## config.mk

```make
export PLATFORM = sky130hd
export DESIGN_NAME = pid_regulator_clamped
export DESIGN_NICKNAME = d
export VERILOG_FILES = /design/src/hw/rtl/pidr_pkg.sv /design/src/hw/rtl/pid_regulator_clamped.sv /design/src/hw/rtl/pidr_ctrl.sv /design/src/hw/rtl/pidr_datapath.sv
export SDC_FILE = /design/constraint.sdc
export NUM_CORES = 2
export LEC_CHECK = 0
export BUFFER_PORTS_ARGS = -buffer_cell sky130_fd_sc_hd__clkbuf_2
export CAP_MARGIN = 40
export CORE_MARGIN = 4
export CORE_UTILIZATION = 45
export CTS_CLUSTER_SIZE = 8
export DETAILED_ROUTE_END_ITERATION = 16
export GPL_TIMING_DRIVEN = 0
export REMOVE_ABC_BUFFERS = 1
export SYNTH_ARGS = -nofsm -noshare
export SYNTH_HDL_FRONTEND = slang
export SYNTH_SLANG_ARGS = --single-unit
```

## constraint.sdc

```tcl
create_clock -name clk -period 10.1 [get_ports clk]
set_clock_uncertainty 0.1 [all_clocks]
set_input_delay 1.515 -clock clk [delete_from_list [all_inputs] [get_ports clk]]
set_output_delay 1.515 -clock clk [all_outputs]
set_load 0.005 [all_outputs]
```

## src/hw/rtl/pidr_pkg.sv

```systemverilog
// Shared types, codes and saturating helpers for the PID regulator.
package pidr_pkg;

	localparam int unsigned DATA_WIDTH_DEF = 32;
	localparam int unsigned WORD_W = 32;
	localparam int unsigned OPND_W = 33;
	localparam int unsigned PROD_W = 2 * OPND_W;
	localparam int unsigned WIDE_W = 68;
	localparam int unsigned REG_IDX_W = 3;

	typedef enum logic [REG_IDX_W-1:0] {
		REG_KP    = 3'd0,
		REG_KI    = 3'd1,
		REG_KD    = 3'd2,
		REG_ILIM  = 3'd3,
		REG_OLIM  = 3'd4,
		REG_RATE  = 3'd5,
		REG_DT    = 3'd6,
		REG_SPARE = 3'd7
	} reg_idx_t;

	typedef enum logic [1:0] {
		KIND_UPDATE_DIFF   = 2'd0,
		KIND_UPDATE_STORED = 2'd1,
		KIND_LOAD          = 2'd2,
		KIND_CLEAR         = 2'd3
	} kind_t;

	// datapath step codes, one per controller phase
	typedef enum logic [2:0] {
		STEP_NONE   = 3'd0,
		STEP_P      = 3'd1,
		STEP_RATE   = 3'd2,
		STEP_DT     = 3'd3,
		STEP_KD     = 3'd4,
		STEP_KI     = 3'd5,
		STEP_TERM_I = 3'd6,
		STEP_SUM    = 3'd7
	} step_t;

	typedef struct packed {
		logic  err_from_in;
		logic  err_from_val;
		logic  clear;
		step_t step;
	} cmd_t;

	// saturate a wide signed value to the wb-bit signed range
	function automatic logic signed [WORD_W-1:0] sat_word(input logic signed [WIDE_W-1:0] v,
			input int unsigned wb);
		logic signed [WIDE_W-1:0] hi;
		logic signed [WIDE_W-1:0] lo;
		hi = (WIDE_W'(1) <<< (wb - 1)) - WIDE_W'(1);
		lo = -hi - WIDE_W'(1);
		if (v > hi) begin
			return hi[WORD_W-1:0];
		end else if (v < lo) begin
			return lo[WORD_W-1:0];
		end
		return v[WORD_W-1:0];
	endfunction

	// clamp to +-lim, lim of zero passes the value through
	function automatic logic signed [WORD_W-1:0] clamp_mag(input logic signed [WORD_W-1:0] v,
			input logic [WORD_W-2:0] lim);
		logic signed [WORD_W:0] vx;
		logic signed [WORD_W:0] lx;
		logic signed [WORD_W:0] nl;
		vx = (WORD_W+1)'(v);
		lx = signed'({2'b00, lim});
		nl = -lx;
		if (lim == '0) begin
			return v;
		end else if (vx > lx) begin
			return lx[WORD_W-1:0];
		end else if (vx < nl) begin
			return nl[WORD_W-1:0];
		end
		return v;
	endfunction

endpackage

```

## src/hw/rtl/pid_regulator_clamped.sv

```systemverilog
// PID regulator top level: controller plus datapath.
//
// Signed Q16.16 PID regulator with integral and output clamps. An update
// word (kind 0 or 1) goes from its accept cycle through the single shared 33x33
// multiplier (kp, loop rate, step time, kd, ki products and their write-back),
// and then to a final step that sums and clamps into the output register. Load
// and clear words finish in the accept cycle and give no drive word. A new word is
// accepted while a drive word still waits in the output register; the next
// update stalls only at its final sum until that register is taken.
// Configuration is written through the plain write port; the user must write it
// only while the block is idle, which the block itself does not enforce;
// unused register indexes are ignored.
module pid_regulator_clamped import pidr_pkg::*; #(
	parameter int unsigned DATA_WIDTH = DATA_WIDTH_DEF
) (
	input  logic                     clk,
	input  logic                     arst_n,
	input  logic                     cfg_wr_en,
	input  logic [REG_IDX_W-1:0]     cfg_index,
	input  logic [WORD_W-1:0]        cfg_data,
	input  logic                     in_valid,
	output logic                     in_ready,
	input  logic [1:0]               kind,
	input  logic signed [WORD_W-1:0] measured,
	input  logic signed [WORD_W-1:0] target,
	input  logic signed [WORD_W-1:0] error_value,
	output logic                     out_valid,
	input  logic                     out_ready,
	output logic signed [WORD_W-1:0] drive
);

	cmd_t cmd;

	pidr_ctrl u_ctrl (
		.clk       (clk),
		.arst_n    (arst_n),
		.in_valid  (in_valid),
		.in_ready  (in_ready),
		.kind      (kind),
		.out_valid (out_valid),
		.out_ready (out_ready),
		.cmd       (cmd)
	);

	pidr_datapath #(
		.DATA_WIDTH (DATA_WIDTH)
	) u_datapath (
		.clk         (clk),
		.arst_n      (arst_n),
		.cfg_wr_en   (cfg_wr_en),
		.cfg_index   (cfg_index),
		.cfg_data    (cfg_data),
		.measured    (measured),
		.target      (target),
		.error_value (error_value),
		.cmd         (cmd),
		.drive       (drive)
	);

endmodule

```

## src/hw/rtl/pidr_ctrl.sv

```systemverilog
// Sequencer for the PID regulator: handshakes and multiplier step order.
module pidr_ctrl import pidr_pkg::*; (
	input  logic       clk,
	input  logic       arst_n,
	input  logic       in_valid,
	output logic       in_ready,
	input  logic [1:0] kind,
	output logic       out_valid,
	input  logic       out_ready,
	output cmd_t       cmd
);

	typedef enum logic [7:0] {
		ST_IDLE   = 8'b0000_0001,
		ST_MUL_P  = 8'b0000_0010,
		ST_MUL_R  = 8'b0000_0100,
		ST_MUL_DT = 8'b0000_1000,
		ST_MUL_KD = 8'b0001_0000,
		ST_MUL_KI = 8'b0010_0000,
		ST_TERM_I = 8'b0100_0000,
		ST_SUM    = 8'b1000_0000
	} state_t;

	state_t state_q, state_nxt;
	logic   out_valid_q;
	logic   take;
	logic   sum_fire;
	kind_t  kind_c;

	assign kind_c   = kind_t'(kind);
	assign in_ready = (state_q == ST_IDLE);
	assign take     = in_valid && in_ready;
	// final sum waits until the output register is free
	assign sum_fire = (state_q == ST_SUM) && (!out_valid_q || out_ready);
	assign out_valid = out_valid_q;

	always_comb begin
		state_nxt        = state_q;
		cmd.err_from_in  = 1'b0;
		cmd.err_from_val = 1'b0;
		cmd.clear        = 1'b0;
		cmd.step         = STEP_NONE;
		unique case (state_q)
			ST_IDLE: begin
				if (take) begin
					unique case (kind_c)
						KIND_UPDATE_DIFF: begin
							cmd.err_from_in = 1'b1;
							state_nxt       = ST_MUL_P;
						end
						KIND_UPDATE_STORED: state_nxt = ST_MUL_P;
						KIND_LOAD: cmd.err_from_val = 1'b1;
						KIND_CLEAR: cmd.clear = 1'b1;
						default: state_nxt = ST_IDLE;
					endcase
				end
			end
			ST_MUL_P: begin
				cmd.step  = STEP_P;
				state_nxt = ST_MUL_R;
			end
			ST_MUL_R: begin
				cmd.step  = STEP_RATE;
				state_nxt = ST_MUL_DT;
			end
			ST_MUL_DT: begin
				cmd.step  = STEP_DT;
				state_nxt = ST_MUL_KD;
			end
			ST_MUL_KD: begin
				cmd.step  = STEP_KD;
				state_nxt = ST_MUL_KI;
			end
			ST_MUL_KI: begin
				cmd.step  = STEP_KI;
				state_nxt = ST_TERM_I;
			end
			ST_TERM_I: begin
				cmd.step  = STEP_TERM_I;
				state_nxt = ST_SUM;
			end
			ST_SUM: begin
				if (sum_fire) begin
					cmd.step  = STEP_SUM;
					state_nxt = ST_IDLE;
				end
			end
			default: state_nxt = ST_IDLE;
		endcase
	end

	always_ff @(posedge clk or negedge arst_n) begin
		if (!arst_n) begin
			state_q     <= ST_IDLE;
			out_valid_q <= 1'b0;
		end else begin
			state_q <= state_nxt;
			if (sum_fire) begin
				out_valid_q <= 1'b1;
			end else if (out_ready) begin
				out_valid_q <= 1'b0;
			end
		end
	end

endmodule

```

## src/hw/rtl/pidr_datapath.sv

```systemverilog
// PID regulator datapath: registers, state, shared multiplier and term logic.
module pidr_datapath import pidr_pkg::*; #(
	parameter int unsigned DATA_WIDTH = DATA_WIDTH_DEF
) (
	input  logic                        clk,
	input  logic                        arst_n,
	input  logic                        cfg_wr_en,
	input  logic [REG_IDX_W-1:0]        cfg_index,
	input  logic [WORD_W-1:0]           cfg_data,
	input  logic signed [WORD_W-1:0]    measured,
	input  logic signed [WORD_W-1:0]    target,
	input  logic signed [WORD_W-1:0]    error_value,
	input  cmd_t                        cmd,
	output logic signed [WORD_W-1:0]    drive
);

	localparam int unsigned WB = (DATA_WIDTH < WORD_W) ? DATA_WIDTH : WORD_W;

	// configuration
	logic signed [WORD_W-1:0] kp_q, ki_q, kd_q;
	logic [WORD_W-2:0]        ilim_q, olim_q;
	logic [15:0]              rate_q;
	logic [WORD_W-1:0]        dt_q;

	// loop state
	logic signed [WORD_W-1:0] err_q, prev_q, integ_q;

	// working registers
	logic signed [WORD_W-1:0] diff_q, deriv_q, p_q, d_q, i_q, drive_q;
	logic signed [OPND_W-1:0] opa, opb;
	logic signed [PROD_W-1:0] prod_q;

	logic signed [WIDE_W-1:0] gain_term;
	logic signed [WIDE_W-1:0] integ_sum;
	logic signed [WIDE_W-1:0] term_sum;
	logic signed [WORD_W-1:0] integ_nxt;
	logic signed [WORD_W-1:0] drive_nxt;

	assign drive = drive_q;

	// Q16.16 times Q16.16 back to Q16.16, floor rounding via arithmetic shift
	assign gain_term = WIDE_W'(prod_q >>> 16);
	assign integ_sum = WIDE_W'(integ_q) + WIDE_W'(prod_q >>> 32);
	assign integ_nxt = clamp_mag(sat_word(integ_sum, WB), ilim_q);
	assign term_sum  = WIDE_W'(p_q) + WIDE_W'(d_q) + WIDE_W'(i_q);
	assign drive_nxt = clamp_mag(sat_word(term_sum, WB), olim_q);

	always_comb begin
		opa = '0;
		opb = '0;
		case (cmd.step)
			STEP_P: begin
				opa = OPND_W'(kp_q);
				opb = OPND_W'(err_q);
			end
			STEP_RATE: begin
				opa = OPND_W'(diff_q);
				opb = signed'({{(OPND_W-16){1'b0}}, rate_q});
			end
			STEP_DT: begin
				opa = OPND_W'(err_q);
				opb = signed'({1'b0, dt_q});
			end
			STEP_KD: begin
				opa = OPND_W'(kd_q);
				opb = OPND_W'(deriv_q);
			end
			// integral is already updated in the step before the ki product
			STEP_KI: begin
				opa = OPND_W'(ki_q);
				opb = OPND_W'(integ_q);
			end
			default: begin
				opa = '0;
				opb = '0;
			end
		endcase
	end

	always_ff @(posedge clk) begin
		prod_q <= opa * opb;
		case (cmd.step)
			STEP_P: diff_q <= sat_word(WIDE_W'(err_q) - WIDE_W'(prev_q), WB);
			STEP_RATE: p_q <= sat_word(gain_term, WB);
			STEP_DT: deriv_q <= sat_word(WIDE_W'(prod_q), WB);
			STEP_KI: d_q <= sat_word(gain_term, WB);
			STEP_TERM_I: i_q <= sat_word(gain_term, WB);
			STEP_SUM: drive_q <= drive_nxt;
			default: ;
		endcase
	end

	always_ff @(posedge clk or negedge arst_n) begin
		if (!arst_n) begin
			kp_q    <= '0;
			ki_q    <= '0;
			kd_q    <= '0;
			ilim_q  <= '0;
			olim_q  <= '0;
			rate_q  <= 16'd1000;
			dt_q    <= 32'd4294967;
			err_q   <= '0;
			prev_q  <= '0;
			integ_q <= '0;
		end else begin
			if (cfg_wr_en) begin
				unique case (reg_idx_t'(cfg_index))
					REG_KP:   kp_q   <= signed'(cfg_data);
					REG_KI:   ki_q   <= signed'(cfg_data);
					REG_KD:   kd_q   <= signed'(cfg_data);
					REG_ILIM: ilim_q <= cfg_data[WORD_W-2:0];
					REG_OLIM: olim_q <= cfg_data[WORD_W-2:0];
					REG_RATE: rate_q <= cfg_data[15:0];
					REG_DT:   dt_q   <= cfg_data;
					default: ;
				endcase
			end
			if (cmd.clear) begin
				err_q   <= '0;
				prev_q  <= '0;
				integ_q <= '0;
			end else if (cmd.err_from_in) begin
				err_q <= sat_word(WIDE_W'(target) - WIDE_W'(measured), WB);
			end else if (cmd.err_from_val) begin
				err_q <= sat_word(WIDE_W'(error_value), WB);
			end
			if (cmd.step == STEP_KD) begin
				integ_q <= integ_nxt;
			end
			if (cmd.step == STEP_SUM) begin
				prev_q <= err_q;
			end
		end
	end

endmodule

```

==> impl_metrics.prom <==
# TYPE chip_impl_metric gauge
chip_impl_metric{name="avgViaCountPerCell",unit=""} 5.726
chip_impl_metric{name="final_critical_path_setup_slack",unit="ps"} -71.11
chip_impl_metric{name="timing.final.hold_violations",unit=""} 0
chip_impl_metric{name="cts_inserted_buffers",unit=""} 82
chip_impl_metric{name="grt_remaining_overflow",unit=""} 0
chip_impl_metric{name="worst_hold_slack",unit="ps"} 396.6
chip_impl_metric{name="synth.ff_latch_count",unit=""} 569
chip_impl_metric{name="post_synth_instance_area",unit="sq mm"} 0.07265
chip_impl_metric{name="setup_viol",unit=""} 4
chip_impl_metric{name="finalCoreUtilization",unit="%"} 52.96
chip_impl_metric{name="area_post_placement",unit="sq mm"} 0.07893
chip_impl_metric{name="place.port_buffers",unit=""} 171
chip_impl_info{name="path_common_cell",value="fa_1"} 1
chip_impl_metric{name="syn_avg_cell_area",unit="sq um"} 9.378
chip_impl_metric{name="drive_gt1_share",unit="%"} 15.66
chip_impl_metric{name="synth.lib_cells_used.distinct",unit=""} 112
chip_impl_metric{name="postSynthCellCount",unit=""} 7747
chip_impl_metric{name="num-nets-final",unit=""} 9848
chip_impl_metric{name="holdPathStages",unit=""} 1
chip_impl_metric{name="area_growth_syn_to_layout",unit="%"} 17.03
chip_impl_metric{name="htree_num_levels",unit=""} 3
chip_impl_info{name="cp-end-kind",value="register"} 1
chip_impl_metric{name="grt_antenna_before_repair",unit=""} 14
chip_impl_metric{name="fp.dieW",unit="microns"} 409.8
chip_impl_metric{name="drt_pre_antenna_iters",unit=""} 8
chip_impl_metric{name="leakage_power",unit="nW"} 40.96
chip_impl_info{name="cts_root_buf",value="clkbuf_16"} 1
chip_impl_metric{name="yosys_warnings",unit=""} 0
chip_impl_metric{name="total_die_area",unit="sq mm"} 0.1679
chip_impl_metric{name="critical_path_required",unit="ps"} 10560
chip_impl_metric{name="post-place-cells",unit=""} 9942
chip_impl_metric{name="critical_path.max_stage_delay",unit="ps"} 770
chip_impl_metric{name="pin_count_of_the_biggest_net_entering_global_routing",unit=""} 103
chip_impl_metric{name="hpwl",unit="mm"} 204.0
chip_impl_info{name="synth-main-ff-cell",value="dfrtp_1"} 1
chip_impl_metric{name="dr_total_vias",unit=""} 59050
chip_impl_metric{name="grt_pass1_vias",unit=""} 60480
chip_impl_metric{name="post_drt_wl_per_cell",unit="microns"} 25.40
chip_impl_metric{name="layout_worst_path_cycle_share",unit="%"} 100.7
chip_impl_info{name="worst-setup-path-type",value="reg2reg"} 1
chip_impl_metric{name="pin_count",unit=""} 172
chip_impl_metric{name="vdd.ir_drop.worst",unit="mV"} 0.1195
chip_impl_metric{name="num-fill-cells",unit=""} 14360
chip_impl_metric{name="design_power_total",unit="mW"} 8.442
chip_impl_info{name="cts_tree",value="yes"} 1
chip_impl_metric{name="worst_slew_pin_slew",unit="ps"} 1000
chip_impl_metric{name="relSlewSlack",unit="%"} 33.32
chip_impl_metric{name="placeableCoreArea",unit="sq mm"} 0.1606
chip_impl_metric{name="floorplan.initialDensity",unit="%"} 45.25
chip_impl_metric{name="final_area",unit="sq mm"} 0.08503
chip_impl_metric{name="route.detailed.drc",unit=""} 0
chip_impl_info{name="cp_slowest_cell",value="a221oi_4"} 1
chip_impl_metric{name="critPathMaxFanout",unit=""} 13
chip_impl_metric{name="cts-hold-fix-buffers",unit=""} 0
chip_impl_metric{name="grt_util_all_layers",unit="%"} 31.09
chip_impl_metric{name="wl_final",unit="mm"} 262.0
chip_impl_metric{name="maxClockFrequency",unit="MHz"} 98.32
chip_impl_metric{name="maxSlewViolCount",unit=""} 0
chip_impl_metric{name="cp_data_arrival_time",unit="ps"} 10640
chip_impl_metric{name="grt_first_pass_wirelength",unit="mm"} 388.8
chip_impl_info{name="worst_hold_path_type",value="reg2reg"} 1
chip_impl_metric{name="cellPowerDensity",unit="mW/mm^2"} 99.28
chip_impl_metric{name="antenna_left",unit=""} 0
chip_impl_metric{name="asyncSetResetFlopFracSynth",unit="%"} 54.66
chip_impl_metric{name="layout.cells.non_filler",unit=""} 10310
chip_impl_metric{name="clk_transition_reported_paths",unit="ps"} 50
chip_impl_metric{name="die_h",unit="microns"} 409.8
chip_impl_info{name="failed_checks",value="negative setup slack"} 1
chip_impl_metric{name="worst-r2r-cell-count",unit=""} 34
chip_impl_metric{name="seq_area_frac_synth",unit="%"} 20.49
chip_impl_metric{name="placementRows",unit=""} 147
chip_impl_info{name="setup.worst_path.start_class",value="register"} 1
chip_impl_metric{name="clkLatencyLatePin",unit="ps"} 680
chip_impl_info{name="outcome",value="complete, but fails checks"} 1
chip_impl_metric{name="final_period_minus_worst_setup_slack",unit="ps"} 10170
chip_impl_metric{name="place.gp.congestion",unit=""} 0.9584
chip_impl_metric{name="detail_route.iter0.violations",unit=""} 5196
chip_impl_metric{name="maxCapViolations",unit=""} 0
chip_impl_metric{name="cts_sinks",unit=""} 569
chip_impl_metric{name="edff_count_synth",unit=""} 192
chip_impl_metric{name="cts.path.max_buffers",unit=""} 3
chip_impl_info{name="setup_repair_after_global_routing_missed_its_margin",value="yes"} 1
-- state kept, by name (all words and copies together), names as in the netlist --
name                flops
u_datapath.diff_q      32
u_datapath.p_q         32
u_datapath.ilim_q      31
u_datapath.kd_q        32
u_ctrl.out_valid        1
u_datapath.d_q         32
u_datapath.i_q         32
u_datapath.deriv_q     32
u_datapath.integ_q     32
u_datapath.err_q       32
u_datapath.ki_q        32
u_datapath.prev_q      32
u_ctrl.state_q          8
u_datapath.kp_q        32
u_datapath.drive       32
u_datapath.olim_q      31
u_datapath.rate_q      16
u_datapath.dt_q        32
u_datapath.prod_q      66
-- routing by layer --
layer,track usage [%],vias up,wire (microns)
met5,0.5172,-,146
met4,17.91,6,19300
met3,7.035,752,24390
met2,48.37,2774,117500
met1,39.98,30060,100600
li1,-,25460,-
-- path summary, 6_finish.rpt --
path	from	end	slack, ps
worst min register to register	u_datapath.prev_q[17]	u_datapath.prev_q[17]	400
worst max register to register	u_ctrl.state_q[0]	u_datapath.prod_q[61]	-70
worst min-delay path	u_datapath.prev_q[17]	u_datapath.prev_q[17]	400
min in group asynchronous	arst_n	u_datapath.err_q[3]	720
max in group asynchronous	arst_n	u_datapath.kp_q[26]	8240
worst max-delay path	u_ctrl.state_q[0]	u_datapath.prod_q[61]	-70
-- power breakdown --
part | leakage (nW) | internal [mW] | switching (mW)
registers | 6.16 | 2.77 | 0.378
logic | 33.6 | 1.08 | 1.55
clock network | 1.16 | 1.55 | 1.12
total | 41.0 | 5.40 | 3.04
-- repair_timing --
action	in CTS	in global routing
cloned	10	3
pin swaps	89	99
gates resized for setup	239	118
buffers inserted	123	80
setup endpoints to repair	44	23
-- synth_stat cells (all sizes together) (65+ instances only) --
master	number	area share, %
nor2	738	4.0
edfxtp	192	7.9
inv	1416	7.3
a22oi	85	0.88
nand2	1026	5.3
xor2	67	0.81
xnor2	228	2.7
dfxtp	66	1.8
a21o	132	1.4
buf	65	0.50
a21oi	275	2.0
ha	475	8.2
dfrtp	294	10
o21ai	227	1.6
clkbuf	288	1.5
fa	1158	32
mux2	177	2.7
-- per-stage QoR --
stage | worst slack, ps | setup TNS (ps)
final | -71.11 | -200.1
after global routing | -264.5 | -2301
after CTS | -12.10 | -12.10
after detailed placement | -2277 | -52880
after global placement | -25770 | -2281110
after floorplan | -8120 | -423590
-- cell type report --
class	count	area, sq um	area share, %
Antenna cell	7	17.52	0.02060
Clock buffer	145	2310	2.716
Clock inverter	9	133.9	0.1574
Inverter	1418	5346	6.288
Multi-Input combinational cell	5416	53410	62.81
Sequential cell	569	14890	17.52
Tap cell	2160	2703	3.178
Timing Repair Buffer	590	6217	7.312
-- cells by family (layout without fill, tap and decap cells) --
| group | after synthesis | in the layout | share of synthesized area (%) |
|---|---|---|---|
| AND/OR/NAND/NOR | 2124 | 2127 | 12.49 |
| flip-flops | 569 | 569 | 20.49 |
| multiplexers | 182 | 182 | 2.812 |
| buffers and inverters | 1771 | 2162 | 9.313 |
| adder cells (fa/ha/maj) | 1640 | 1640 | 40.19 |
| XOR/XNOR | 295 | 295 | 3.556 |
| AO/OA/AOI/OAI | 1166 | 1172 | 11.15 |
| other | 0 | 7 | 0 |
-- cells in the final DEF, fill, tap and decap left out, types with 45 or more instances in the layout --
master     count
inv_1       1394
fa_1        1146
nand2_1      998
nor2_1       697
ha_1         444
dfrtp_1      291
a21oi_1      238
xnor2_1      221
buf_4        203
edfxtp_1     192
mux2_2       177
clkbuf_2     170
o21ai_0      155
a21o_1       132
clkbuf_16     84
a22oi_1       78
buf_8         73
dfxtp_1       66
o21ai_1       65
xor2_1        63
clkbuf_1      62
nand4_1       61
buf_12        50
buf_6         46
nand3_1       45
-- critical path: cells and delay by family (launching register included) --
kind | cells | cell delay, ps
AND/OR/NAND/NOR | 8 | 1260
XOR/XNOR | 1 | 250
AO/OA/AOI/OAI | 6 | 2020
buffers and inverters | 10 | 1340
adder cells (fa/ha/maj) | 9 | 4460
flip-flops | 1 | 560
Note: power is estimated with default switching activity, not from simulation.
